<file path="config.mk">
export PLATFORM = sky130hd
export DESIGN_NAME = radix_digit_serial_arithmetic_unit
export DESIGN_NICKNAME = d
export VERILOG_FILES = /design/src/design/rdsa_pkg.sv /design/src/design/radix_digit_serial_arithmetic_unit.sv /design/src/design/rdsa_operand.sv /design/src/design/rdsa_divider.sv
export VERILOG_INCLUDE_DIRS = /design/src /design/src/design
export SDC_FILE = /design/constraint.sdc
export NUM_CORES = 1
export LEC_CHECK = 0
export BUFFER_PORTS_ARGS = -buffer_cell sky130_fd_sc_hd__buf_4
export CAP_MARGIN = 25
export CELL_PAD_IN_SITES_DETAIL_PLACEMENT = 0
export CELL_PAD_IN_SITES_GLOBAL_PLACEMENT = 1
export CORE_MARGIN = 3
export CORE_UTILIZATION = 48
export DETAILED_ROUTE_END_ITERATION = 16
export PLACE_DENSITY_LB_ADDON = 0.1
export SLEW_MARGIN = 15
export SYNTH_ARGS = -nofsm -noshare
export SYNTH_HDL_FRONTEND = slang
export SYNTH_SLANG_ARGS = --single-unit
</file>
<file path="constraint.sdc">
create_clock -name clk -period 6.8 [get_ports clk]
set_input_delay 0.34 -clock clk [delete_from_list [all_inputs] [get_ports clk]]
set_output_delay 0.34 -clock clk [all_outputs]
set_load 0.02 [all_outputs]
</file>
<file path="src/design/radix_digit_serial_arithmetic_unit_defines.svh">
// Assertion helpers used by the top design file, radix_digit_serial_arithmetic_unit.sv.
// Each macro expects clk and rst_n in scope.
`ifndef RADIX_DIGIT_SERIAL_ARITHMETIC_UNIT_DEFINES_SVH
`define RADIX_DIGIT_SERIAL_ARITHMETIC_UNIT_DEFINES_SVH

// same-cycle implication
`define RDSA_ASSERT_IMP(lbl, ante, cons, msg) \
    lbl: assert property (@(posedge clk) disable iff (!rst_n) (ante) |-> (cons)) \
        else $error(msg);

// next-cycle implication
`define RDSA_ASSERT_NXT(lbl, ante, cons, msg) \
    lbl: assert property (@(posedge clk) disable iff (!rst_n) (ante) |=> (cons)) \
        else $error(msg);

`endif

</file>
<file path="src/design/rdsa_pkg.sv">
`default_nettype none

package rdsa_pkg;

    localparam int DIGIT_BITS_DEF  = 4;
    localparam int RADIX_W         = 5;
    localparam logic [RADIX_W-1:0] RADIX_RESET = 5'd10;
    // quotient bits retired per divider cycle
    localparam int QBITS_PER_CYCLE = 2;

    typedef enum logic [1:0] {
        OP_ADD,
        OP_SUB,
        OP_MUL,
        OP_DIV
    } op_t;

    typedef enum logic [1:0] {
        STAT_OK,
        STAT_BAD_DIGIT,
        STAT_NEG,
        STAT_DIV0
    } status_t;

    typedef enum logic [2:0] {
        ST_IDLE,
        ST_LOAD,
        ST_RUN,
        ST_OUT1,
        ST_OUT2
    } state_t;

endpackage

`default_nettype wire

</file>
<file path="src/design/radix_digit_serial_arithmetic_unit.sv">
// Digit-serial add, subtract, multiply-by-digit and divide-by-digit in a base
// of 2 to 2^DIGIT_BITS, set by cfg_wr_data (clamped); the user must see that it is
// written only while idle, as the block itself does not enforce this. Each digit
// item passes from acceptance through the operand stage (one multiply and add),
// the shared restoring divider that retires two quotient bits per cycle and
// produces every digit and carry, the hand-over of the divider's done flag and
// the load of the result into the output register. The next item can be accepted
// in the cycle after the load. A final carry digit of add or multiply takes one
// more output slot. The output register lets the next item be accepted while a
// result still waits on m_axis_tready; tready stays low from acceptance until the
// item's last result is loaded, including any wait for the output register to be
// taken.
`default_nettype none
`include "radix_digit_serial_arithmetic_unit_defines.svh"

module radix_digit_serial_arithmetic_unit #(
    parameter int DIGIT_BITS = rdsa_pkg::DIGIT_BITS_DEF,
    localparam int IN_TDATA_W  = ((2*DIGIT_BITS + 7) / 8) * 8,
    localparam int OUT_TDATA_W = ((2*DIGIT_BITS + 7) / 8) * 8
) (
    input  wire                          clk,
    input  wire                          rst_n,
    input  wire                          cfg_wr_en,
    input  wire [rdsa_pkg::RADIX_W-1:0]  cfg_wr_data,   // radix
    input  wire                          s_axis_tvalid,
    output logic                         s_axis_tready,
    input  wire [IN_TDATA_W-1:0]         s_axis_tdata,  // digit_a, digit_b
    input  wire [1:0]                    s_axis_tuser,  // op
    input  wire                          s_axis_tlast,  // last_digit
    output logic                         m_axis_tvalid,
    input  wire                          m_axis_tready,
    output logic [OUT_TDATA_W-1:0]       m_axis_tdata,  // result_digit, remainder
    output logic [1:0]                   m_axis_tuser,  // status
    output logic                         m_axis_tlast   // end_of_result
);

    localparam int W  = DIGIT_BITS;
    localparam int DW = 2*W + 2;
    localparam int CW = (W + 1 > rdsa_pkg::RADIX_W) ? W + 1 : rdsa_pkg::RADIX_W;

    rdsa_pkg::state_t  state_reg, state_next;
    rdsa_pkg::op_t     op_reg;
    logic [W-1:0]      a_reg;
    logic [W-1:0]      b_reg;
    logic              last_reg;
    logic [rdsa_pkg::RADIX_W-1:0] radix_reg;

    logic [W-1:0]      carry_reg, carry_next;
    logic              borrow_reg, borrow_next;
    logic              qs_reg, qs_next;
    rdsa_pkg::status_t err_reg, err_next;
    rdsa_pkg::status_t st_reg, st_next;

    logic              out_valid_reg, out_valid_next;
    logic [W-1:0]      out_digit_reg, out_digit_next;
    logic [W-1:0]      out_rem_reg, out_rem_next;
    logic [1:0]        out_st_reg, out_st_next;
    logic              out_end_reg, out_end_next;
    logic              out_load;

    logic              in_accept;
    logic              out_free;

    logic [CW-1:0]     radix_ext;
    logic [CW-1:0]     radix_top;
    logic [W:0]        radix_eff;
    rdsa_pkg::status_t err_item;

    logic [DW-1:0]     dividend;
    logic [W:0]        divisor;
    logic              div_start;
    logic              div_busy;
    logic              div_done;
    logic [DW-1:0]     quot;
    logic [W:0]        rem;

    // first result of the item and the state it leaves
    logic [W-1:0]      r1_digit;
    logic [W-1:0]      r1_rem;
    rdsa_pkg::status_t r1_status;
    logic              r1_end;
    logic              r1_emit;
    logic              r1_second;
    logic [W-1:0]      carry_upd;
    logic              borrow_upd;
    logic              qs_upd;
    logic [W-1:0]      r2_digit;

    assign in_accept     = s_axis_tvalid && s_axis_tready;
    assign s_axis_tready = (state_reg == rdsa_pkg::ST_IDLE);
    assign out_free      = !out_valid_reg || m_axis_tready;

    assign radix_ext = CW'(radix_reg);
    assign radix_top = CW'(1) << W;
    assign radix_eff = (radix_ext < CW'(2))    ? (W+1)'(2) :
                       (radix_ext > radix_top) ? radix_top[W:0] : radix_ext[W:0];

    always_comb
    begin
        err_item = err_reg;
        if (err_reg == rdsa_pkg::STAT_OK)
        begin
            if (({1'b0, a_reg} >= radix_eff) || ({1'b0, b_reg} >= radix_eff))
            begin
                err_item = rdsa_pkg::STAT_BAD_DIGIT;
            end
            else if ((op_reg == rdsa_pkg::OP_DIV) && (b_reg == '0))
            begin
                err_item = rdsa_pkg::STAT_DIV0;
            end
        end
    end

    rdsa_operand #(
        .DIGIT_BITS (DIGIT_BITS)
    ) u_operand (
        .op        (op_reg),
        .digit_a   (a_reg),
        .digit_b   (b_reg),
        .carry     (carry_reg),
        .borrow    (borrow_reg),
        .radix_eff (radix_eff),
        .dividend  (dividend),
        .divisor   (divisor)
    );

    rdsa_divider #(
        .DIGIT_BITS (DIGIT_BITS)
    ) u_divider (
        .clk      (clk),
        .rst_n    (rst_n),
        .start    (div_start),
        .dividend (dividend),
        .divisor  (divisor),
        .busy     (div_busy),
        .done     (div_done),
        .quot     (quot),
        .rem      (rem)
    );

    always_comb
    begin
        logic carry_bit;
        logic [W-1:0] q_dig;
        r1_digit   = rem[W-1:0];
        r1_rem     = '0;
        r1_status  = st_reg;
        r1_end     = last_reg;
        r1_emit    = 1'b1;
        r1_second  = 1'b0;
        carry_upd  = carry_reg;
        borrow_upd = borrow_reg;
        qs_upd     = qs_reg;
        carry_bit  = |quot;
        q_dig      = quot[W-1:0];
        case (op_reg)
            rdsa_pkg::OP_ADD:
            begin
                carry_upd = W'(carry_bit);
                r1_end    = last_reg && !carry_bit;
                r1_second = last_reg && carry_bit;
            end
            rdsa_pkg::OP_SUB:
            begin
                borrow_upd = ({1'b0, a_reg} < ({1'b0, b_reg} + (W+1)'(borrow_reg)));
                if (last_reg && (st_reg == rdsa_pkg::STAT_OK) && borrow_upd)
                begin
                    r1_status = rdsa_pkg::STAT_NEG;
                end
            end
            rdsa_pkg::OP_MUL:
            begin
                carry_upd = q_dig;
                r1_end    = last_reg && (q_dig == '0);
                r1_second = last_reg && (q_dig != '0);
            end
            rdsa_pkg::OP_DIV:
            begin
                if (b_reg == '0)
                begin
                    q_dig     = '0;
                    carry_upd = '0;
                end
                else
                begin
                    carry_upd = rem[W-1:0];
                end
                r1_digit = q_dig;
                qs_upd   = qs_reg || (q_dig != '0);
                r1_emit  = last_reg || qs_upd;
                r1_rem   = last_reg ? carry_upd : '0;
            end
            default:
            begin
                r1_emit = 1'b1;
            end
        endcase
    end

    assign r2_digit = (op_reg == rdsa_pkg::OP_ADD) ? W'(1) : quot[W-1:0];

    always_comb
    begin
        state_next     = state_reg;
        carry_next     = carry_reg;
        borrow_next    = borrow_reg;
        qs_next        = qs_reg;
        err_next       = err_reg;
        st_next        = st_reg;
        div_start      = 1'b0;
        out_load       = 1'b0;
        out_digit_next = out_digit_reg;
        out_rem_next   = out_rem_reg;
        out_st_next    = out_st_reg;
        out_end_next   = out_end_reg;
        case (state_reg)
            rdsa_pkg::ST_IDLE:
            begin
                if (s_axis_tvalid)
                begin
                    state_next = rdsa_pkg::ST_LOAD;
                end
            end
            rdsa_pkg::ST_LOAD:
            begin
                div_start  = 1'b1;
                err_next   = err_item;
                st_next    = err_item;
                state_next = rdsa_pkg::ST_RUN;
            end
            rdsa_pkg::ST_RUN:
            begin
                if (div_done)
                begin
                    state_next = rdsa_pkg::ST_OUT1;
                end
            end
            rdsa_pkg::ST_OUT1:
            begin
                if (out_free)
                begin
                    out_load       = r1_emit;
                    out_digit_next = r1_digit;
                    out_rem_next   = r1_rem;
                    out_st_next    = r1_status;
                    out_end_next   = r1_end;
                    if (last_reg)
                    begin
                        carry_next  = '0;
                        borrow_next = 1'b0;
                        qs_next     = 1'b0;
                        err_next    = rdsa_pkg::STAT_OK;
                    end
                    else
                    begin
                        carry_next  = carry_upd;
                        borrow_next = borrow_upd;
                        qs_next     = qs_upd;
                    end
                    state_next = r1_second ? rdsa_pkg::ST_OUT2 : rdsa_pkg::ST_IDLE;
                end
            end
            rdsa_pkg::ST_OUT2:
            begin
                if (out_free)
                begin
                    out_load       = 1'b1;
                    out_digit_next = r2_digit;
                    out_rem_next   = '0;
                    out_st_next    = st_reg;
                    out_end_next   = 1'b1;
                    state_next     = rdsa_pkg::ST_IDLE;
                end
            end
            default:
            begin
                state_next = rdsa_pkg::ST_IDLE;
            end
        endcase
        out_valid_next = out_load || (out_valid_reg && !m_axis_tready);
    end

    always_ff @(posedge clk or negedge rst_n)
    begin
        if (!rst_n)
        begin
            state_reg     <= rdsa_pkg::ST_IDLE;
            radix_reg     <= rdsa_pkg::RADIX_RESET;
            carry_reg     <= '0;
            borrow_reg    <= 1'b0;
            qs_reg        <= 1'b0;
            err_reg       <= rdsa_pkg::STAT_OK;
            st_reg        <= rdsa_pkg::STAT_OK;
            out_valid_reg <= 1'b0;
        end
        else
        begin
            state_reg     <= state_next;
            carry_reg     <= carry_next;
            borrow_reg    <= borrow_next;
            qs_reg        <= qs_next;
            err_reg       <= err_next;
            st_reg        <= st_next;
            out_valid_reg <= out_valid_next;
            if (cfg_wr_en)
            begin
                radix_reg <= cfg_wr_data;
            end
        end
    end

    always_ff @(posedge clk)
    begin
        if (in_accept)
        begin
            op_reg   <= rdsa_pkg::op_t'(s_axis_tuser);
            a_reg    <= s_axis_tdata[W-1:0];
            b_reg    <= s_axis_tdata[2*W-1:W];
            last_reg <= s_axis_tlast;
        end
        out_digit_reg <= out_digit_next;
        out_rem_reg   <= out_rem_next;
        out_st_reg    <= out_st_next;
        out_end_reg   <= out_end_next;
    end

    assign m_axis_tvalid = out_valid_reg;
    assign m_axis_tdata  = OUT_TDATA_W'({out_rem_reg, out_digit_reg});
    assign m_axis_tuser  = out_st_reg;
    assign m_axis_tlast  = out_end_reg;

    `RDSA_ASSERT_IMP(a_ready_div_idle, s_axis_tready, !div_busy, "item accepted while divider busy")
    `RDSA_ASSERT_NXT(a_load_starts_div, state_reg == rdsa_pkg::ST_LOAD, div_busy, "divider not started")
    `RDSA_ASSERT_IMP(a_done_in_run, div_done, state_reg == rdsa_pkg::ST_RUN, "divider done outside run")
    `RDSA_ASSERT_IMP(a_carry_op, state_reg == rdsa_pkg::ST_OUT2, (op_reg == rdsa_pkg::OP_ADD) || (op_reg == rdsa_pkg::OP_MUL), "carry digit for wrong op")

endmodule

`default_nettype wire

</file>
<file path="src/design/rdsa_operand.sv">
`default_nettype none

// Forms the dividend and divisor for the shared divider from one digit item.
module rdsa_operand #(
    parameter int DIGIT_BITS = rdsa_pkg::DIGIT_BITS_DEF
) (
    input  wire rdsa_pkg::op_t         op,
    input  wire [DIGIT_BITS-1:0]       digit_a,
    input  wire [DIGIT_BITS-1:0]       digit_b,
    input  wire [DIGIT_BITS-1:0]       carry,
    input  wire                        borrow,
    input  wire [DIGIT_BITS:0]         radix_eff,
    output logic [2*DIGIT_BITS+1:0]    dividend,
    output logic [DIGIT_BITS:0]        divisor
);

    localparam int DW = 2*DIGIT_BITS + 2;
    localparam int AW = DIGIT_BITS + 2;

    logic [DIGIT_BITS:0] mul_x;
    logic [DIGIT_BITS:0] mul_y;
    logic [AW-1:0]       add_term;
    logic [AW-1:0]       sub_term;
    logic [DW-1:0]       product;

    always_comb
    begin
        mul_x    = '0;
        mul_y    = '0;
        add_term = '0;
        sub_term = '0;
        case (op)
            rdsa_pkg::OP_ADD:
            begin
                add_term = AW'(carry) + AW'(digit_a) + AW'(digit_b);
            end
            rdsa_pkg::OP_SUB:
            begin
                // a - b - borrow + r*(2^W + 1) keeps the value positive
                mul_x    = radix_eff;
                mul_y    = {1'b1, {(DIGIT_BITS-1){1'b0}}, 1'b1};
                add_term = AW'(digit_a);
                sub_term = AW'(digit_b) + AW'(borrow);
            end
            rdsa_pkg::OP_MUL:
            begin
                mul_x    = {1'b0, digit_a};
                mul_y    = {1'b0, digit_b};
                add_term = AW'(carry);
            end
            rdsa_pkg::OP_DIV:
            begin
                mul_x    = radix_eff;
                mul_y    = {1'b0, carry};
                add_term = AW'(digit_a);
            end
            default:
            begin
                mul_x = '0;
            end
        endcase
    end

    assign product  = DW'(mul_x) * DW'(mul_y);
    assign dividend = product + DW'(add_term) - DW'(sub_term);
    assign divisor  = (op == rdsa_pkg::OP_DIV) ? {1'b0, digit_b} : radix_eff;

endmodule

`default_nettype wire

</file>
<file path="src/design/rdsa_divider.sv">
`default_nettype none

// Restoring divider, two quotient bits per cycle.
// Quotient ends up in quot, remainder in rem; done pulses once when both hold.
module rdsa_divider #(
    parameter int DIGIT_BITS = rdsa_pkg::DIGIT_BITS_DEF
) (
    input  wire                      clk,
    input  wire                      rst_n,
    input  wire                      start,
    input  wire [2*DIGIT_BITS+1:0]   dividend,
    input  wire [DIGIT_BITS:0]       divisor,
    output logic                     busy,
    output logic                     done,
    output logic [2*DIGIT_BITS+1:0]  quot,
    output logic [DIGIT_BITS:0]      rem
);

    localparam int DW    = 2*DIGIT_BITS + 2;
    localparam int STEPS = DW / rdsa_pkg::QBITS_PER_CYCLE;
    localparam int CNT_W = (STEPS > 1) ? $clog2(STEPS) : 1;

    logic [DW-1:0]         n_reg;
    logic [DIGIT_BITS:0]   p_reg;
    logic [DIGIT_BITS:0]   d_reg;
    logic [CNT_W-1:0]      cnt_reg;
    logic                  busy_reg;
    logic                  done_reg;

    logic [DW-1:0]         n_next;
    logic [DIGIT_BITS:0]   p_next;

    always_comb
    begin
        logic [DIGIT_BITS+1:0] pw;
        n_next = n_reg;
        p_next = p_reg;
        for (int i = 0; i < rdsa_pkg::QBITS_PER_CYCLE; i++)
        begin
            pw     = {p_next, n_next[DW-1]};
            n_next = {n_next[DW-2:0], 1'b0};
            if (pw >= {1'b0, d_reg})
            begin
                pw        = pw - {1'b0, d_reg};
                n_next[0] = 1'b1;
            end
            p_next = pw[DIGIT_BITS:0];
        end
    end

    always_ff @(posedge clk or negedge rst_n)
    begin
        if (!rst_n)
        begin
            busy_reg <= 1'b0;
            done_reg <= 1'b0;
            cnt_reg  <= '0;
        end
        else
        begin
            done_reg <= 1'b0;
            if (start)
            begin
                busy_reg <= 1'b1;
                cnt_reg  <= '0;
            end
            else if (busy_reg)
            begin
                cnt_reg <= cnt_reg + CNT_W'(1);
                if (cnt_reg == CNT_W'(STEPS-1))
                begin
                    busy_reg <= 1'b0;
                    done_reg <= 1'b1;
                end
            end
        end
    end

    always_ff @(posedge clk)
    begin
        if (start)
        begin
            n_reg <= dividend;
            p_reg <= '0;
            d_reg <= divisor;
        end
        else if (busy_reg)
        begin
            n_reg <= n_next;
            p_reg <= p_next;
        end
    end

    assign busy = busy_reg;
    assign done = done_reg;
    assign quot = n_reg;
    assign rem  = p_reg;

endmodule

`default_nettype wire

</file>
# Yosys cells after proc, flatten, opt, wreduce, memory -nomap -nowiden
# Index checks and enable logic that the tools add are counted.
# word_totals
reg_bits	66
latch_bits	0
ram_bits	0
romBits	0
in_bits	21
mem_count	0
# op_classes
addsub	9
multipliers	1
n_div	0
n_lt_le_gt_ge	7
eq_ne	13
shifts	0
muxes	67
bitwise_logic	0
reduce_logical	39
# op_table
operator	count
$mux W4	13
$mux W3	7
$mux W10	2
$mux W5	4
$mux W1	18
$mux W2	9
$pmux W6 S3	1
$pmux W4 S2	2
$pmux W3 S5	1
$pmux W5 S3	1
$reduce_and A3 Y1	5
$ge A6 B5 Y1	2
$pmux W4 S3	1
$reduce_bool A4 Y1	3
$add A10 B6 Y10	1
$add A4 B1 Y5	2
$ge A4 B5 Y1	2
$mul A5 B5 Y10	1
$pmux W5 S2	1
$reduce_bool A2 Y1	5
$reduce_or A10 Y1	1
$sub A10 B6 Y10	1
$sub A5 B5 Y5	2
$logic_and A1 B1 Y1	9
23 further kinds	42

# Logic depth before layout (Yosys ltp)
# Gate-level depths: netlist of run 1.
# depth
depth_word	10
mapped_depth	19
depth_no_buf	18

# Hierarchy
# A second synthesis of run 1 with hierarchy kept.
# unflattened
hier_cells	558
area_unflattened_um2	5476.5
# modules_own_cells
mod	instances	cells_each	area_per_inst_um2	seq_area_each_um2
radix_digit_serial_arithmetic_unit	1	199	2125.8	1138.6
rdsa_operand	1	218	1809.2	0.0
rdsa_divider	1	141	1541.5	675.6

# Worst setup path before layout of run 1
# OpenSTA, ideal clock, no wires.
# synth_timing
kind	register to register
startpoint	register radix_reg, in the netlist radix_ext[2]
endpoint	register u_divider.n_reg[9], in the netlist u_divider.quot[9], data pin
setup_ns	0.256
t_arrival_ns	4.661
t_required_ns	6.544
path_slack_ns	1.883
stages_incl_launch_ff	17
path_buffers	0
synth_period_minus_slack_ns	4.917
path_cell_list	dfrtp_1 > o311ai_0 > inv_1 > nand2_1 > fa_1 > fa_1 > inv_1 > fa_1 > inv_1 > fa_1 > inv_1 > ha_1 > o21ai_0 > a21boi_0 > o211ai_1 > a21o_1 > a31o_2
# synth_between
elab_chain_cells	8
# synth_rtl
item	line	source
from (decl)	radix_digit_serial_arithmetic_unit.sv:46	logic [rdsa_pkg::RADIX_W-1:0] radix_reg;
from (signal assigned)	radix_digit_serial_arithmetic_unit.sv:288	radix_reg <= rdsa_pkg::RADIX_RESET;
from (signal assigned)	radix_digit_serial_arithmetic_unit.sv:307	radix_reg <= cfg_wr_data;
$gt A5 B5 Y1	radix_digit_serial_arithmetic_unit.sv:96	(radix_ext > radix_top) ? radix_top[W:0] : radix_ext[W:0];
$mux W5	radix_digit_serial_arithmetic_unit.sv:96	
$mux W5 (*)	radix_digit_serial_arithmetic_unit.sv:95	assign radix_eff = (radix_ext < CW'(2)) ? (W+1)'(2) :
$pmux W5 S2 (*)	rdsa_operand.sv:32	case (op)
$mul A5 B5 Y10 (*)	rdsa_operand.sv:64	assign product = DW'(mul_x) * DW'(mul_y);
$add A10 B6 Y10 (*)	rdsa_operand.sv:65	assign dividend = product + DW'(add_term) - DW'(sub_term);
$sub A10 B6 Y10 (*)	rdsa_operand.sv:65	
$mux W10 (*)	rdsa_divider.sv:81	if (start)
to (signal assigned)	rdsa_divider.sv:83	n_reg <= dividend;
to (signal assigned)	rdsa_divider.sv:89	n_reg <= n_next;
to (decl)	rdsa_divider.sv:23	logic [DW-1:0] n_reg;
# Mark *: on every way between the ends. The rest lies on a longest branch, timed or not.
# A chain may end at the register's enable or synchronous reset.

# Worst setup path after layout of run 1
# layout_timing
startpoint	register op_reg[0]
endpoint	register u_divider.n_reg[9], in the netlist u_divider.quot[9], data pin
# layout_between
elab_chain_cells	7
# layout_rtl
item	line	source
from (decl)	radix_digit_serial_arithmetic_unit.sv:42	rdsa_pkg::op_t op_reg;
from (signal assigned)	radix_digit_serial_arithmetic_unit.sv:316	op_reg <= rdsa_pkg::op_t'(s_axis_tuser);
$eq A2 B2 Y1 / $eq A2 B1 Y1 (equally long branches)	rdsa_operand.sv:32	
$reduce_or A2 Y1 (no source line)	--	
$pmux W5 S2	rdsa_operand.sv:32	
$mul A5 B5 Y10	rdsa_operand.sv:64	
$add A10 B6 Y10	rdsa_operand.sv:65	
$sub A10 B6 Y10 (*)	rdsa_operand.sv:65	
$mux W10 (*)	rdsa_divider.sv:81	
# Marks and branches as above.

==> results of run 1 <==
-- worst max path at each step --
stage / start / to / slack (ns)
global placement: op_reg[1]$_DFFE_PP_ / u_divider.quot[9]$_DFFE_PP_ / 1.56
detailed placement: op_reg[0]$_DFFE_PP_ / u_divider.quot[9]$_DFFE_PP_ / 1.52
CTS: op_reg[1]$_DFFE_PP_ / u_divider.quot[9]$_DFFE_PP_ / 1.52
global route: op_reg[0]$_DFFE_PP_ / u_divider.quot[9]$_DFFE_PP_ / 1.27
floorplan: radix_ext[2]$_DFFE_PN0P_ / u_divider.quot[9]$_DFFE_PP_ / 1.88
finish: op_reg[0]$_DFFE_PP_ / u_divider.quot[9]$_DFFE_PP_ / 1.52
-- logic make-up after synthesis --
logic type / after synthesis / synth area share
compound gates: 124 / 0.149
fa+ha+maj: 82 / 0.226
xor+xnor: 19 / 0.0315
mux: 19 / 0.0384
flops: 66 / 0.344
simple gates: 162 / 0.148
buf+inv: 87 / 0.0640
-- stage by stage --
stage / total power (µW) / area [µm²] / hold WS, ns
floorplan: 2200 / 5280 / 0.0444
global placement: 2650 / 5650 / 0.256
detailed placement: 2690 / 5650 / 0.256
CTS: 3090 / 5890 / 0.144
global route: 3390 / 5890 / 0.140
finish: 3060 / 5890 / 0.168
-- worst reg2reg max path, cell delays in order (launching register included) --
cell	delay, ns
edfxtp_1	0.60
buf_4	0.32
nor3_1	0.40
o21ai_0	0.19
fa_1	0.50
inv_1	0.04
ha_1	0.26
inv_1	0.05
fa_1	0.50
fa_1	0.54
fa_1	0.47
nor2b_1	0.12
o21ai_0	0.10
a21boi_0	0.34
o211ai_1	0.20
a21o_1	0.21
a31o_2	0.22
-- routing by layer --
layer | vias to the layer above | global-route usage
li1 | 2006 | -
met1 | 1917 | 0.308
met2 | 93 | 0.325
met3 | 8 | 0.0295
met4 | 0 | 0.0558
met5 | - | 0
-- cells in the mapped netlist (4+ instances only) --
library cell  number  area (µm²)
clkbuf_1          14        52.6
nor3_1            10        50.1
and2_1             9        56.3
nor2b_1           10        62.6
nor3b_1            4        30.0
o21ai_0           45         225
o21a_1             5        37.5
ha_1              60         751
inv_1             67         251
dfxtp_1            5         100
dfrtp_1           22         551
xnor2_1            8        70.1
or3_1              5        31.3
a22o_1             4        35.0
nand2_1           63         236
nand2b_1           9        56.3
nor2_1            27         101
mux2_2            10         113
and3_1             5        31.3
edfxtp_1          37        1110
a21oi_1           21         105
a21o_1            12        90.1
fa_1              22         440
a31oi_1            5        31.3
mux2i_1            9        90.1
xor2_1            11        96.3
o21ai_1            4        20.0
nand3_1           10        50.1
-- cell type report --
class | count | area share
clock buffer | 11 | 0.0240
clock inverter | 5 | 0.0144
inverter | 68 | 0.0433
multi-input combinational | 406 | 0.531
sequential | 66 | 0.308
tap | 136 | 0.0289
timing repair buffer | 39 | 0.0501
-- where the power goes --
| part | switching, µW | total (µW) | internal [µW] |
|---|---|---|---|
| clock | 164 | 383 | 219 |
| combinational | 1070 | 1910 | 842 |
| sequential | 154 | 767 | 613 |
-- what timing repair did --
item / in CTS / in global routing
hold buffers: 1 / 0
setup buffers: 0 / 0
hold endpoints to repair: 22 / 0
gates resized for setup: 0 / 0
==> run_results.csv, run 1 <==
group,metric,value,unit
status,run_status,"finished clean",
finish,instances_no_fill,731,
synthesis,syn-num-nets,662,
clock_tree,cts_tree,"yes",
synthesis,netlist-cell-type-count,56,
setup_path,endpoint_kind,"flop",
hold_path,holdPathEnd,"a_reg[2]$_DFFE_PP_",
detailed_routing,remaining_drc_errors,0,
synthesis,synth-edff-count,37,
sta,post-route-period-util,0.777,
synthesis,netlist_instances,559,
sta,fin_crit,5.28,ns
setup_path,reg2reg_to,"u_divider.quot[9]$_DFFE_PP_",
die,row_count,37,
sta,tightest_slew,0.588,ns
die,start_util,0.502,
clock_tree,clock_latency,0.35,ns
setup_path,cp_num_cells,16,
clock_tree,clk_pin_slew,0.09,ns
synthesis,avgSynthCellArea,9.44,µm²
setup_path,worst_path_most_repeated_cell,"fa_1",
sta,slew_violations,0,
detailed_routing,wl_met2,5600,µm
setup_path,cp_cell_sequence,"buf_4, nor3_1, o21ai_0, fa_1, inv_1, ha_1, inv_1, fa_1, fa_1, fa_1, nor2b_1, o21ai_0, a21boi_0, o211ai_1, a21o_1, a31o_2",
sta,rsz0062_at_grt,"no",
synthesis,seq_area_frac_synth,0.344,
run,max_cap_violations,0,
place,routabilityCongestion,0.876,
grt,track_usage,0.210,
setup_path,timing.rr.start,"op_reg[0]$_DFFE_PP_",
setup_path,worst-path-max-fanout,25,
place,place_hpwl,9770,µm
finish,nets,693,
setup_path,cp-start-kind,"flop",
sta,timing.fmax,189,MHz
setup_path,required,6.92,ns
setup_path,reg2reg_depth,16,
clock_tree,cts_root_buf,"clkbuf_8",
clock_tree,htreeDepth,3,
detailed_routing,dr_total_vias,4024,
die,dieArea,12300,µm²
grt,grt_pass1_wl,20600,µm
synthesis,ys_warn_count,0,
clock_tree,clock-sinks,66,
die,core_area,10500,µm²
synthesis,synth_flop_cell,"edfxtp_1",
clock_tree,cts_buffers,9,
sta,max_slew_margin,0.605,
synthesis,synthArstFlopShare,0.364,
synthesis,syn_area,5280,µm²
hold_path,worstHoldPathType,"in2reg",
finish,syn_to_final_growth,11.5,%
sta,fin_worst_skew,0.0147,ns
detailed_routing,dr.pass1.iters,5,
grt,antenna_found_initial,0,
finish,multi_input_area,3130,µm²
sta,finalWorstSetupSlack,1.52,ns
finish,largest_reg_flops,10,
detailed_routing,ant_nets,0,
finish,diodes,0,
detailed_routing,routedWlPerCell,16.8,µm
die,ios,34,
place,dp_cells,714,
pwr,vdd_drop_max,0.259,mV
finish,regArea,1810,µm²
setup_path,crit_slowest_cell,"edfxtp_1",
detailed_routing,met1Wirelength,6010,µm
finish,layout_common_cells,"inv_1 (67), nand2_1 (63), ha_1 (60)",
finish,drive_gt1_frac,0.119,
detailed_routing,dr.max_layer_used,"met4",
die,die_height,111,µm
detailed_routing,routed_wirelength,12200,µm
sta,fin_tns_setup,0,ns
pwr,p_per_area,519,nW/µm²
detailed_routing,vias_per_cell,5.50,
grt,grt_pass1_vias,4031,
setup_path,cp_top_family,"adder cells",
sta,setup_viol,0,
setup_path,max_stage_delay,0.60,ns
setup_path,cp.arrival,5.40,ns
grt,overflow,0,
die,fp.dieW,111,µm
hold_path,min_path_cells,1,
setup_path,cp_num_buf_inv,3,
clock_tree,clockBufferDepth,2,
hold_path,hold_start,"s_axis_tdata[2]",
detailed_routing,met3_length,540,µm
pwr,leakage,0.00270,µW
setup_path,r2r_slack,1.52,ns
finish,fill_cells,930,
detailed_routing,drt_iter0_drc,276,
place,pre_cts_ws,1.52,ns
finish,layout_commonest_cell,"inv_1",
finish,fin_util,0.560,
grt,grt_max_degree,29,
sta,hold_violations,0,
place,port_buffers,33,
synthesis,synth_seq_cells,66,
setup_path,crit_type,"reg2reg",
(Power assumes the default switching activity.)
==> run 2: changes to the inputs <==
clock period = 5.3 ns   (was 6.8 ns; I/O delays follow)
==> run 2 against run 1 <==
Net effect:
- clock-buffer cell count down 1
- non-clock buffer count up 10
- cell count up 1.4%
- die area unchanged
- maximum frequency up 5.6%
- flip-flop and latch count unchanged
- clock power up 31%
==> run_results.csv, run 2 (synthesis results as in run 1) <==
group,metric,value,unit
clock_tree,cts_buffers,9,
clock_tree,clock-sinks,66,
detailed_routing,remaining_drc_errors,0,
grt,track_usage,0.209,
detailed_routing,routed_wirelength,12500,µm
pwr,finalPower,3960,µW
setup_path,timing.rr.start,"op_reg[0]$_DFFE_PP_",
clock_tree,cts_tree,"yes",
sta,timing.fmax,200,MHz
die,dieArea,12300,µm²
setup_path,crit_end,"u_divider.quot[9]$_DFFE_PP_",
die,row_count,37,
clock_tree,clockBufferDepth,2,
die,ios,34,
place,routabilityCongestion,0.928,
setup_path,reg2reg_depth,15,
setup_path,cp-start-kind,"flop",
finish,fin_util,0.568,
finish,drive_gt1_frac,0.136,
clock_tree,cts_root_buf,"clkbuf_8",
clock_tree,clk_pin_slew,0.08,ns
sta,slew_violations,0,
detailed_routing,vias_per_cell,5.44,
detailed_routing,dr.pass1.iters,4,
sta,tightest_slew,0.573,ns
setup_path,startpoint,"op_reg[0]$_DFFE_PP_",
grt,grt_max_degree,29,
sta,rsz0062_at_grt,"no",
finish,fill_cells,925,
die,core_area,10500,µm²
hold_path,worstHoldPathType,"in2reg",
finish,syn_to_final_growth,13.1,%
pwr,p_per_area,662,nW/µm²
sta,fin_worst_skew,0.0113,ns
setup_path,worst-path-max-fanout,14,
finish,largest_reg_flops,10,
pwr,vdd_drop_max,0.358,mV
finish,layout_common_cells,"inv_1 (67), nand2_1 (63), ha_1 (60)",
clock_tree,htreeDepth,3,
grt,antenna_found_initial,0,
detailed_routing,ant_nets,0,
run,max_cap_violations,0,
setup_path,endpoint_kind,"flop",
sta,hold_violations,0,
setup_path,required,5.40,ns
finish,diodes,0,
status,run_status,"finished clean",
setup_path,crit_type,"reg2reg",
finish,nets,703,
setup_path,r2r_slack,0.30,ns
finish,layout_commonest_cell,"inv_1",
die,die_height,111,µm
finish,stdcell_area,5970,µm²
place,place_hpwl,10100,µm
die,start_util,0.502,
place,place_area,5730,µm²
die,fp.dieW,111,µm
setup_path,cp.arrival,5.10,ns
detailed_routing,drt_iter0_drc,277,
sta,fin_tns_setup,0,ns
grt,grt_pass1_vias,4021,
sta,max_slew_margin,0.615,
grt,grt_pass1_wl,20700,µm
sta,hold_slack,0.0931,ns
sta,fin_crit,5.00,ns
grt,overflow,0,
sta,post-route-period-util,0.944,
detailed_routing,dr_total_vias,4034,
setup_path,reg2reg_to,"u_divider.quot[9]$_DFFE_PP_",
place,port_buffers,33,
detailed_routing,routedWlPerCell,16.9,µm
clock_tree,clock_latency,0.34,ns
sta,setup_viol,0,
pwr,leakage,0.00275,µW
run 2: changes by cell type in the layout (fill, tap and decap cells not counted), sizes merged:
cell    previous run  this run
buf               38        48
clkbuf            11        10
clkinv             2         1
inv               68        70
run 2: layout make-up:
class | instances | area (µm²) | share of cell area
clock buffer | 10 | 138 | 0.0231
clock inverter | 6 | 96.3 | 0.0161
inverter | 68 | 255 | 0.0427
multi-input combinational | 406 | 3130 | 0.524
sequential | 66 | 1810 | 0.304
tap | 136 | 170 | 0.0285
timing repair buffer | 49 | 370 | 0.0620
run 2: worst max-delay path: stages (launching register included):
cell and delay (ns):
edfxtp_1 0.57, o21ai_0 0.50, o21ai_0 0.22, fa_1 0.52, inv_1 0.04, ha_1 0.26, inv_1 0.05, fa_1 0.50
fa_1 0.54, fa_1 0.47, nor2b_1 0.12, o21ai_0 0.11, a21boi_1 0.28, o211ai_1 0.17, a21o_1 0.20, a31o_2 0.22
run 2: power by group:
group	leakage (µW)	total, µW	internal (µW)	switching, µW
clock	0.000115	503	285	218
combinational	0.00195	2480	1100	1380
sequential	0.000683	973	786	186
total	0.00275	3960	2170	1790
run 2: worst min-delay path by stage:
stage / startpoint / cells after the start / endpoint
final: s_axis_tdata[6] / 1 / b_reg[2]$_DFFE_PP_
after global routing: s_axis_tdata[3] / 1 / a_reg[3]$_DFFE_PP_
after CTS: s_axis_tdata[6] / 1 / b_reg[2]$_DFFE_PP_
after detailed placement: rst_n / 1 / u_divider.cnt_reg[1]$_DFFE_PN0P_
after global placement: rst_n / 1 / u_divider.cnt_reg[1]$_DFFE_PN0P_
after floorplan: rst_n / 0 / borrow_reg$_DFFE_PN0P_
run 2: routing by layer:
| metal | share of wire | routed length [µm] | vias up | track usage |
|---|---|---|---|---|
| met4 | 0.013 | 165 | 0 | 0.0476 |
| met5 | 0 | 0 | - | 0 |
| li1 | - | - | 2026 | - |
| met3 | 0.039 | 490 | 12 | 0.0246 |
| met2 | 0.45 | 5680 | 86 | 0.329 |
| met1 | 0.49 | 6190 | 1910 | 0.311 |
run 2: stage by stage:
| step | std cells | setup WS, ns |
|---|---|---|
| after floorplan | 559 | 0.383 |
| after global placement | 724 | 0.318 |
| after detailed placement | 724 | 0.250 |
| after CTS | 741 | 0.217 |
| after global routing | 741 | 0.00185 |
| final | 741 | 0.299 |
run 2: timing repair:
item | CTS | global route
setup endpoints to repair | 0 | 2
hold endpoints to repair | 22 | 0
hold buffers | 1 | 0
setup buffers | 0 | 0
gates resized for setup | 0 | 1
==> run 3: changes to the inputs <==
CORE_UTILIZATION = 40   (was 48)
==> run 3 against run 2 <==
Net effect:
- critical path depth rose by 3
- die area is 19% higher
- hold slack better by 0.016 ns
- flip-flop and latch count did not move
- sequential power shrank 0.8%
- sequential share of layout area down 0.79 points
- clock power is 20% higher
- core utilization fell by 8.8 points
==> run_results.csv, run 3 (synthesis results as in run 1) <==
group,metric,value,unit
status,run_status,"finished clean",
finish,layout_common_cells,"inv_1 (67), nand2_1 (63), ha_1 (60)",
grt,overflow,0,
setup_path,worst_path_most_repeated_cell,"fa_1",
sta,max_slew_margin,0.594,
detailed_routing,vias_per_cell,5.17,
sta,post-route-period-util,0.927,
die,ios,34,
place,routabilityCongestion,0.850,
sta,tightest_slew,0.604,ns
sta,fin_crit,4.91,ns
die,dieArea,14600,µm²
die,core_area,12800,µm²
setup_path,required,5.38,ns
detailed_routing,dr.pass1.iters,4,
finish,diodes,0,
clock_tree,cts_root_buf,"clkbuf_16",
place,place_hpwl,10600,µm
clock_tree,clockBufferDepth,2,
setup_path,crit_slowest_cell,"fa_1",
die,die_height,121,µm
grt,track_usage,0.187,
clock_tree,cts_setup_buffers,0,
grt,antenna_found_initial,0,
setup_path,worst-path-max-fanout,10,
sta,rsz0062_at_grt,"no",
clock_tree,clk_pin_slew,0.05,ns
clock_tree,htreeDepth,3,
finish,largest_reg_flops,10,
pwr,vdd_drop_max,0.274,mV
setup_path,crit_type,"reg2reg",
sta,fin_tns_setup,0,ns
finish,nets,708,
finish,layout_commonest_cell,"inv_1",
clock_tree,clock_latency,0.33,ns
die,fp.dieW,121,µm
finish,instances_no_fill,782,
die,row_count,41,
setup_path,cp.arrival,4.99,ns
place,dp_cells,765,
setup_path,max_stage_delay,0.54,ns
clock_tree,cts_buffers,9,
place,port_buffers,33,
finish,drive_gt1_frac,0.139,
detailed_routing,ant_nets,0,
sta,setup_viol,0,
grt,grt_pass1_vias,4049,
detailed_routing,routedWlPerCell,16.7,µm
sta,slew_violations,0,
setup_path,cp_cell_sequence,"inv_1, o311ai_0, buf_4, o32ai_1, nand2_1, fa_1, inv_1, ha_1, inv_1, fa_1, fa_1, fa_1, nor2b_1, o21ai_0, a21boi_1, o211ai_1, a21o_1, a31o_2",
grt,grt_pass1_wl,20900,µm
pwr,leakage,0.00281,µW
detailed_routing,routed_wirelength,13000,µm
grt,grt_max_degree,29,
detailed_routing,drt_iter0_drc,222,
pwr,p_per_area,668,nW/µm²
die,start_util,0.413,
detailed_routing,dr_total_vias,4046,
clock_tree,clock-sinks,66,
finish,fin_util,0.480,
pwr,finalPower,4100,µW
clock_tree,cts_tree,"yes",
run,max_cap_violations,0,
sta,fin_worst_skew,0.00868,ns
setup_path,endpoint_kind,"flop",
sta,timing.fmax,204,MHz
hold_path,worstHoldPathType,"in2reg",
sta,hold_violations,0,
setup_path,r2r_slack,0.39,ns
setup_path,cp-start-kind,"flop",
detailed_routing,remaining_drc_errors,0,
finish,syn_to_final_growth,16.1,%
[run 3: changes by cell type in the layout (fill, tap and decap cells not counted)]
cell | before | now
a21oi_1 | 21 | 20
a21oi_2 | 1 | 2
buf_4 | 48 | 53
bufinv_16 | 2 | 1
clkbuf_1 | 0 | 2
clkbuf_16 | 0 | 10
clkbuf_8 | 10 | 0
clkinv_1 | 1 | 2
clkinv_4 | 0 | 1
inv_6 | 2 | 0
inv_8 | 1 | 0
[run 3: power by group]
| group | switching, µW | total [µW] | internal (µW) | leakage [µW] |
|---|---|---|---|---|
| combinational | 1410 | 2530 | 1120 | 0.00198 |
| clock | 214 | 606 | 392 | 0.000146 |
| sequential | 177 | 965 | 788 | 0.000683 |
| total | 1800 | 4100 | 2300 | 0.00281 |
[run 3: what timing repair did]
item / in CTS / in global routing
hold buffers: 1 / 0
gates resized for setup: 0 / 2
setup endpoints to repair: 0 / 2
endpoints found under the hold margin: 22 / 0
[run 3: metal layers]
layer | part of all wire | global-route usage | up-vias
met1 | 0.48 | 0.255 | 1932
li1 | - | - | 2032
met3 | 0.037 | 0.0401 | 12
met4 | 0.010 | 0.0460 | 0
met2 | 0.47 | 0.303 | 70
met5 | 0 | 0 | -
[run 3: per-stage QoR]
step	area (µm²)	hold slack [ns]	worst slack, ns
floorplan	5280	-0.0306	0.383
global route	6130	0.0884	0.0168
detailed placement	5810	0.195	0.258
CTS	6130	0.0940	0.228
finish	6130	0.110	0.386
global placement	5810	0.192	0.318
[run 3: area by class of cell]
type                       instances  area (µm²)
fill                            1236        6640
multi-input combinational        406        3130
sequential                        66        1810
timing repair buffer              54         408
clock buffer                      12         258
inverter                          68         255
tap                              172         215
clock inverter                     4        50.0
[run 3: worst max-delay path: cells and delay by family, from the launching register on]
family	cells	cell delay [ns]
AOI/OAI and AO/OA	7	1.20
and+or+nand+nor	2	0.22
adders and majority gates	5	2.32
DFF	1	0.48
buffers and inverters	4	0.43
[run 3: worst paths after layout]
check                                              start  depth (start not counted)                             to
max in group asynchronous                          rst_n                          2       radix_ext[3]$_DFFE_PN1P_
min in group asynchronous                          rst_n                          2       u_divider.busy$_DFF_PN0_
setup / recovery                radix_ext[4]$_DFFE_PN0P_                         18    u_divider.quot[9]$_DFFE_PP_
hold reg to reg            u_divider.rem[4]$_SDFFE_PP0P_                          2  u_divider.rem[4]$_SDFFE_PP0P_
setup reg to reg                radix_ext[4]$_DFFE_PN0P_                         18    u_divider.quot[9]$_DFFE_PP_
hold / removal                           s_axis_tdata[1]                          1             a_reg[1]$_DFFE_PP_
